===== src/rtl/rhc_pkg.sv =====
// Shared types and constants for the RGB to HSL converter.
// Used by every module of the block; depends on nothing else.
`default_nettype none

package rhc_pkg;

    // Number of fraction bits of the saturation result.
    localparam int SAT_FRAC_BITS = 15;

    // One quotient bit per division cell; the saturation quotient sets the count.
    localparam int DIV_STEPS = SAT_FRAC_BITS + 1;

    // Remainder plus remaining dividend and quotient bits of one division.
    localparam int DIV_W = 8 + DIV_STEPS;

    // Width that holds the raw saturation quotient and the 16-bit clamp value.
    localparam int SAT_Q_W = (DIV_STEPS > 16) ? DIV_STEPS : 16;

    // Hue numerator magnitude: 60 times at most 1275 fits in 17 bits.
    localparam int HUE_NUM_W = 17;
    localparam int HUE_SCALE = 60;
    localparam int HUE_WRAP  = 360;

    // Largest value that the 16-bit saturation field can carry.
    localparam logic [15:0] SAT_MAX = 16'hFFFF;

    // Input pixel.
    typedef struct packed {
        logic [7:0] red_in;
        logic [7:0] green_in;
        logic [7:0] blue_in;
    } t_pixel;

    // Output color.
    typedef struct packed {
        logic [8:0]  hue_deg;
        logic [15:0] sat_frac;
        logic [8:0]  light_sum;
    } t_hsl;

    // Work carried from cell to cell: two restoring divisions side by side.
    typedef struct packed {
        logic [7:0]           rem_h;
        logic [DIV_STEPS-1:0] acc_h;
        logic [7:0]           div_h;
        logic [7:0]           rem_s;
        logic [DIV_STEPS-1:0] acc_s;
        logic [8:0]           div_s;
        logic                 hue_neg;
        logic                 grey;
        logic [8:0]           light_sum;
    } t_cell_data;

    // One stage's output toward its downstream neighbor.
    typedef struct packed {
        logic       valid;
        t_cell_data data;
    } t_stage;

endpackage

`default_nettype wire


===== src/rtl/rhc_front.sv =====
// Front stage: finds max and min, forms both dividends and divisors.
// Depends on rhc_pkg.
`default_nettype none

module rhc_front (
    input  wire logic            i_clk,
    input  wire logic            i_rst_n,
    input  wire logic            i_valid,
    input  wire rhc_pkg::t_pixel i_pixel,
    input  wire logic            i_hold,
    output rhc_pkg::t_stage      o_stage,
    output logic                 o_hold
);

    logic                    r_valid;
    rhc_pkg::t_cell_data     r_data;
    rhc_pkg::t_cell_data     n_data;

    logic [7:0]              red;
    logic [7:0]              green;
    logic [7:0]              blue;
    logic                    red_max;
    logic                    green_max;
    logic [7:0]              mx;
    logic [7:0]              mn;
    logic [7:0]              diff;
    logic signed [11:0]      hue_t;
    logic [11:0]             hue_mag;
    logic [rhc_pkg::HUE_NUM_W-1:0] hue_num;
    logic [rhc_pkg::DIV_W-1:0] hue_pair;
    logic [rhc_pkg::DIV_W-1:0] sat_pair;
    logic [8:0]              sum;
    logic [8:0]              den;

    // Channel ordering; red wins ties over green, green over blue.
    always_comb begin
        red       = i_pixel.red_in;
        green     = i_pixel.green_in;
        blue      = i_pixel.blue_in;
        red_max   = (red >= green) && (red >= blue);
        green_max = !red_max && (green >= blue);
        priority if (red_max) begin
            mx = red;
        end else if (green_max) begin
            mx = green;
        end else begin
            mx = blue;
        end
        if ((red <= green) && (red <= blue)) begin
            mn = red;
        end else if (green <= blue) begin
            mn = green;
        end else begin
            mn = blue;
        end
        diff = mx - mn;
    end

    // Hue numerator in sixths of the circle, then its magnitude times 60.
    always_comb begin
        priority if (red_max) begin
            hue_t = $signed({4'b0000, green}) - $signed({4'b0000, blue});
        end else if (green_max) begin
            hue_t = $signed({3'b000, diff, 1'b0}) + $signed({4'b0000, blue})
                  - $signed({4'b0000, red});
        end else begin
            hue_t = $signed({2'b00, diff, 2'b00}) + $signed({4'b0000, red})
                  - $signed({4'b0000, green});
        end
        hue_mag  = hue_t[11] ? 12'(-hue_t) : 12'(hue_t);
        hue_num  = rhc_pkg::HUE_NUM_W'(hue_mag) * rhc_pkg::HUE_NUM_W'(rhc_pkg::HUE_SCALE);
        hue_pair = rhc_pkg::DIV_W'(hue_num);
    end

    // Lightness sum and saturation divisor 256 - |sum - 256|.
    always_comb begin
        sum = {1'b0, mx} + {1'b0, mn};
        if (sum[8]) begin
            den = 9'(10'd512 - {1'b0, sum});
        end else begin
            den = sum;
        end
        sat_pair = rhc_pkg::DIV_W'(diff) << rhc_pkg::SAT_FRAC_BITS;
    end

    // Pack the first cell's input.
    always_comb begin
        n_data.rem_h     = hue_pair[rhc_pkg::DIV_W-1:rhc_pkg::DIV_STEPS];
        n_data.acc_h     = hue_pair[rhc_pkg::DIV_STEPS-1:0];
        n_data.div_h     = diff;
        n_data.rem_s     = sat_pair[rhc_pkg::DIV_W-1:rhc_pkg::DIV_STEPS];
        n_data.acc_s     = sat_pair[rhc_pkg::DIV_STEPS-1:0];
        n_data.div_s     = den;
        n_data.hue_neg   = hue_t[11];
        n_data.grey      = (mx == mn);
        n_data.light_sum = sum;
    end

    // The stage holds only while it is full and its neighbor holds.
    assign o_hold = r_valid & i_hold;

    always_ff @(posedge i_clk) begin
        if (!i_rst_n) begin
            r_valid <= 1'b0;
        end else if (!o_hold) begin
            r_valid <= i_valid;
        end
    end

    always_ff @(posedge i_clk) begin
        if (!o_hold && i_valid) begin
            r_data <= n_data;
        end
    end

    assign o_stage.valid = r_valid;
    assign o_stage.data  = r_data;

endmodule

`default_nettype wire


===== src/rtl/rhc_cell.sv =====
// Division cell: one restoring step for the hue and the saturation quotient.
// Depends on rhc_pkg.
`default_nettype none

module rhc_cell (
    input  wire logic            i_clk,
    input  wire logic            i_rst_n,
    input  wire rhc_pkg::t_stage i_stage,
    input  wire logic            i_hold,
    output rhc_pkg::t_stage      o_stage,
    output logic                 o_hold
);

    logic                r_valid;
    rhc_pkg::t_cell_data r_data;
    rhc_pkg::t_cell_data n_data;

    logic [8:0] trial_h;
    logic [8:0] trial_s;
    logic       ge_h;
    logic       ge_s;

    // Shift the next dividend bit into each remainder and try the subtract.
    always_comb begin
        n_data  = i_stage.data;
        trial_h = {i_stage.data.rem_h, i_stage.data.acc_h[rhc_pkg::DIV_STEPS-1]};
        trial_s = {i_stage.data.rem_s, i_stage.data.acc_s[rhc_pkg::DIV_STEPS-1]};
        ge_h    = trial_h >= {1'b0, i_stage.data.div_h};
        ge_s    = trial_s >= i_stage.data.div_s;
        n_data.rem_h = ge_h ? 8'(trial_h - {1'b0, i_stage.data.div_h}) : trial_h[7:0];
        n_data.rem_s = ge_s ? 8'(trial_s - i_stage.data.div_s) : trial_s[7:0];
        n_data.acc_h = {i_stage.data.acc_h[rhc_pkg::DIV_STEPS-2:0], ge_h};
        n_data.acc_s = {i_stage.data.acc_s[rhc_pkg::DIV_STEPS-2:0], ge_s};
    end

    assign o_hold = r_valid & i_hold;

    always_ff @(posedge i_clk) begin
        if (!i_rst_n) begin
            r_valid <= 1'b0;
        end else if (!o_hold) begin
            r_valid <= i_stage.valid;
        end
    end

    always_ff @(posedge i_clk) begin
        if (!o_hold && i_stage.valid) begin
            r_data <= n_data;
        end
    end

    assign o_stage.valid = r_valid;
    assign o_stage.data  = r_data;

    // Each partial remainder stays below its divisor for a colored pixel.
    a_hue_rem: assert property (@(posedge i_clk) disable iff (!i_rst_n)
        r_valid && !r_data.grey |-> r_data.rem_h < r_data.div_h)
        else $error("hue remainder not below divisor");

    a_sat_rem: assert property (@(posedge i_clk) disable iff (!i_rst_n)
        r_valid && !r_data.grey |-> {1'b0, r_data.rem_s} < r_data.div_s)
        else $error("saturation remainder not below divisor");

endmodule

`default_nettype wire


===== src/rtl/rhc_back.sv =====
// Output stage: hue sign fix and wrap, saturation clamp, output register.
// Depends on rhc_pkg.
`default_nettype none

module rhc_back (
    input  wire logic            i_clk,
    input  wire logic            i_rst_n,
    input  wire rhc_pkg::t_stage i_stage,
    input  wire logic            i_stall,
    output logic                 o_hold,
    output logic                 o_out_valid,
    output rhc_pkg::t_hsl        o_out_data
);

    logic                       r_valid;
    rhc_pkg::t_hsl              r_data;
    rhc_pkg::t_hsl              n_data;
    logic [8:0]                 hue_q;
    logic [rhc_pkg::SAT_Q_W-1:0] sat_q;

    // Truncation toward zero was done on the magnitude; negative hues wrap.
    always_comb begin
        hue_q = i_stage.data.acc_h[8:0];
        sat_q = rhc_pkg::SAT_Q_W'(i_stage.data.acc_s);
        if (i_stage.data.grey) begin
            n_data.hue_deg = 9'd0;
        end else if (i_stage.data.hue_neg && (hue_q != 9'd0)) begin
            n_data.hue_deg = 9'(rhc_pkg::HUE_WRAP) - hue_q;
        end else begin
            n_data.hue_deg = hue_q;
        end
        if (i_stage.data.grey) begin
            n_data.sat_frac = 16'd0;
        end else if (sat_q > rhc_pkg::SAT_Q_W'(rhc_pkg::SAT_MAX)) begin
            n_data.sat_frac = rhc_pkg::SAT_MAX;
        end else begin
            n_data.sat_frac = sat_q[15:0];
        end
        n_data.light_sum = i_stage.data.light_sum;
    end

    assign o_hold = r_valid & i_stall;

    always_ff @(posedge i_clk) begin
        if (!i_rst_n) begin
            r_valid <= 1'b0;
        end else if (!o_hold) begin
            r_valid <= i_stage.valid;
        end
    end

    always_ff @(posedge i_clk) begin
        if (!o_hold && i_stage.valid) begin
            r_data <= n_data;
        end
    end

    assign o_out_valid = r_valid;
    assign o_out_data  = r_data;

    // Hue always lands inside one turn.
    a_hue_range: assert property (@(posedge i_clk) disable iff (!i_rst_n)
        r_valid |-> r_data.hue_deg < 9'(rhc_pkg::HUE_WRAP))
        else $error("hue out of range");

    // The divider never yields more than one whole unit of saturation.
    a_sat_range: assert property (@(posedge i_clk) disable iff (!i_rst_n)
        i_stage.valid && !i_stage.data.grey |->
            rhc_pkg::SAT_Q_W'(i_stage.data.acc_s)
            <= rhc_pkg::SAT_Q_W'(64'd1 << rhc_pkg::SAT_FRAC_BITS))
        else $error("saturation quotient above one");

endmodule

`default_nettype wire


===== src/rtl/rgb_to_hsl_converter_unit.sv =====
// RGB to HSL converter top level: front stage, division cell chain, output stage.
// Depends on rhc_pkg, rhc_front, rhc_cell and rhc_back.
//
// Usage:
// The input channel takes one 8-bit RGB pixel per transaction (i_in_valid,
// i_in_data, o_in_stall); the output channel gives hue in degrees, saturation
// in Q1.15 and the max plus min lightness sum (o_out_valid, o_out_data,
// i_out_stall). Every pixel yields exactly one result, in order.
// The pipeline is one front stage, one division cell per quotient bit, and
// the output register. Throughput is one pixel per cycle while the receiver
// does not stall; the chain of division cells, each producing one hue and
// one saturation quotient bit, sets the latency.
// When the receiver stalls, the output register holds its transaction and
// each stage holds only while its downstream neighbor holds, so empty stages
// keep filling and new pixels are taken until the whole chain is full.
// Synchronous reset empties every stage; no result is pending after reset.
`default_nettype none

module rgb_to_hsl_converter_unit (
    input  wire logic            i_clk,
    input  wire logic            i_rst_n,
    input  wire logic            i_in_valid,
    input  wire rhc_pkg::t_pixel i_in_data,
    output logic                 o_in_stall,
    output logic                 o_out_valid,
    output rhc_pkg::t_hsl        o_out_data,
    input  wire logic            i_out_stall
);

    rhc_pkg::t_stage                link [rhc_pkg::DIV_STEPS+1];
    logic [rhc_pkg::DIV_STEPS:0]    hold;

    // Operand preparation.
    rhc_front u_front (
        .i_clk   (i_clk),
        .i_rst_n (i_rst_n),
        .i_valid (i_in_valid),
        .i_pixel (i_in_data),
        .i_hold  (hold[0]),
        .o_stage (link[0]),
        .o_hold  (o_in_stall)
    );

    // One restoring division cell per quotient bit.
    for (genvar gi = 0; gi < rhc_pkg::DIV_STEPS; gi++) begin : g_cell
        rhc_cell u_cell (
            .i_clk   (i_clk),
            .i_rst_n (i_rst_n),
            .i_stage (link[gi]),
            .i_hold  (hold[gi+1]),
            .o_stage (link[gi+1]),
            .o_hold  (hold[gi])
        );
    end

    // Result fix-up and output register.
    rhc_back u_back (
        .i_clk       (i_clk),
        .i_rst_n     (i_rst_n),
        .i_stage     (link[rhc_pkg::DIV_STEPS]),
        .i_stall     (i_out_stall),
        .o_hold      (hold[rhc_pkg::DIV_STEPS]),
        .o_out_valid (o_out_valid),
        .o_out_data  (o_out_data)
    );

endmodule

`default_nettype wire


===== config.mk =====
export PLATFORM = sky130hd
export DESIGN_NAME = rgb_to_hsl_converter_unit
export DESIGN_NICKNAME = d
export VERILOG_FILES = /design/src/rtl/rhc_pkg.sv /design/src/rtl/rhc_front.sv /design/src/rtl/rhc_cell.sv /design/src/rtl/rhc_back.sv /design/src/rtl/rgb_to_hsl_converter_unit.sv
export SDC_FILE = /design/constraint.sdc
export NUM_CORES = 2
export LEC_CHECK = 0
export ABC_AREA = 0
export BUFFER_PORTS_ARGS = -buffer_cell sky130_fd_sc_hd__clkbuf_2
export CAP_MARGIN = 15
export CORE_AREA = 2 2 386 274
export DETAILED_ROUTE_END_ITERATION = 12
export DIE_AREA = 0 0 388 276
export GPL_ROUTABILITY_DRIVEN = 0
export PLACE_DENSITY = 0.8
export SYNTH_ARGS = -nofsm -noshare
export SYNTH_HDL_FRONTEND = slang
export SYNTH_HIERARCHICAL = 1
export SYNTH_SLANG_ARGS = --single-unit

===== constraint.sdc =====
create_clock -name i_clk -period 15.9 [get_ports i_clk]
set_input_delay 0.795 -clock i_clk [delete_from_list [all_inputs] [get_ports i_clk]]
set_output_delay 0.795 -clock i_clk [all_outputs]
set_load 0.01 [all_outputs]

==> results.toml <==
[status]
status = "completed"

[finish]
finalNetCount = 4661
layout-drive-gt1-share_pct = 11.1
n_fill_cell = 7353
n_antenna_cell = 0
area_growth_pct = 9.26
stdcell_count = 5662

[timing]
holdWs_ps = 383
post-route-period-util_pct = 63.0
worstMarginPinSlew_ps = 1100
setup_slack_ps = 5890
rsz0062_at_grt = "no"
final_max_slew_viol_count = 0
period_needed_ps = 10010
fmax_mhz = 99.9
slew_headroom_pct = 26.4
finalSetupTns_ps = 0
setup_viol = 0
hold_violations = 0
fin_worst_skew_ps = 28.8

[global_route]
first_global_vias = 31849
grt-ovfl-total = 0
antenna_found_initial = 0
grt_pass1_wl_mm = 169
grt_usage_pct = 19.3
grt_max_degree = 76

[detailed_routing]
drt-initial-drc-count = 2934
antenna_left = 0
dr.pass1.iters = 6
wl_per_cell_um = 18.4
via_count = 32399
drc_errors = 0
routed_wl_mm = 104
avgViaCountPerCell = 5.72

[min_path]
hp-class = "input port to flop"

[cts]
cts.path.max_buffers = 3
htree_levels = 3
cts_num_sinks = 1185
cts_buffers = 107
cts-resized-gates = 0
cts_tree = "yes"
cts_setup_buffers = 0
root_buffer = "clkbuf_16"
clock_latency_ps = 680
hold_buffers = 0
clk_pin_slew_ps = 60

[floorplan]
dieWidth_um = 388
design.core.area_um2 = 103000
die_height_um = 276
rows = 99
die_area_um2 = 107000
start_util_pct = 55.5
io_pins = 64

[placement]
numPortBuffers = 63
dp_hpwl_mm = 70.4
dp.cells = 5465
dp_slack_ps = 5400

[worst_setup_path]
critPathRequiredTime_ps = 16320
worstSetupEndpointType = "flop"
cpMostUsedCell = "a21oi_1"
arrival_ps = 10430
max_stage_delay_ps = 860
startpoint_type = "input port"
crit_family = "compound AO/OA/AOI/OAI gates"
critical_path_class = "input port to flop"
crit_fanout = 16
crit_slowest_cell = "a21oi_1"
r2r_setup_slack_ps = 9950
path_buf_inv = 4

[power_and_ir_drop]
powerDensity_nw_per_um2 = 185
max-vdd-ir-drop_v = 0.000932
power_mw = 11.6
p_leak_nw = 23.8

[yosys]
syn_avg_cell_area_um2 = 14.0
ys.warnings.count = 6
synth_area_um2 = 57300
syn_inst = 4087

[run]
max_cap_violations = 0
-- per-stage QoR --
step / util [%] / instance area [um2]
2_1_floorplan: - / 57400
3_3_place_gp: 57.2 / 59100
3_5_place_dp: 57.2 / 59100
4_1_cts: 60.6 / 62600
5_1_grt: 60.6 / 62600
6_report: 60.6 / 62600
-- layout make-up --
class	instances	area, um2	share of cell area (%)
clock buffers	142	2900	4.63
clock inverters	54	611	0.975
inverters	500	1880	3.00
multi-input cells	2337	19600	31.4
flip-flops and latches	1185	35400	56.6
well taps	1363	1710	2.72
repair buffers	81	463	0.740
-- power breakdown --
group          switching, mW  internal [mW]
Combinational           2.84           2.25
Sequential            0.0586           3.84
Clock                   1.12           1.47
-- metal layers --
metal  global-route usage [%]  wire length (um)
met5                        0                 0
met1                     27.5             47000
met2                     31.1             48500
met3                     3.26              6560
met4                     4.67              2010
-- cell usage in the layout, fill, tap and decap left out, types with 66 or more instances in the layout --
cell type  instances
nand2_1           88
fa_1              66
edfxtp_1        1167
o21ai_0          125
mux2i_1           95
clkbuf_16        108
nor2b_1           89
ha_1             355
xnor2_1          104
inv_1            498
nand3_1           73
mux2_2           114
a21oi_1          194
nor2_1           172
o21a_1           100
-- final timing paths --
kind | start | to | depth (start not counted)
worst max register to register | u_back/o_out_valid | u_front/o_stage[56] | 20
worst min register to register | g_cell[5].u_cell/o_stage[32] | g_cell[6].u_cell/o_stage[33] | 0
worst max-delay path | i_in_data[5] | u_front/o_stage[68] | 40
worst min-delay path | i_in_valid | u_front/r_valid | 2
-- state kept, by name, indices dropped and copies added, names as in the netlist --
signal / cells
u_back/o_out_data: 34
u_front/r_valid: 1
g_cell.u_cell/r_valid: 16
u_front/o_stage: 41
g_cell.u_cell/o_stage: 1092
u_back/o_out_valid: 1
Note: power is estimated with default switching activity, not from simulation.
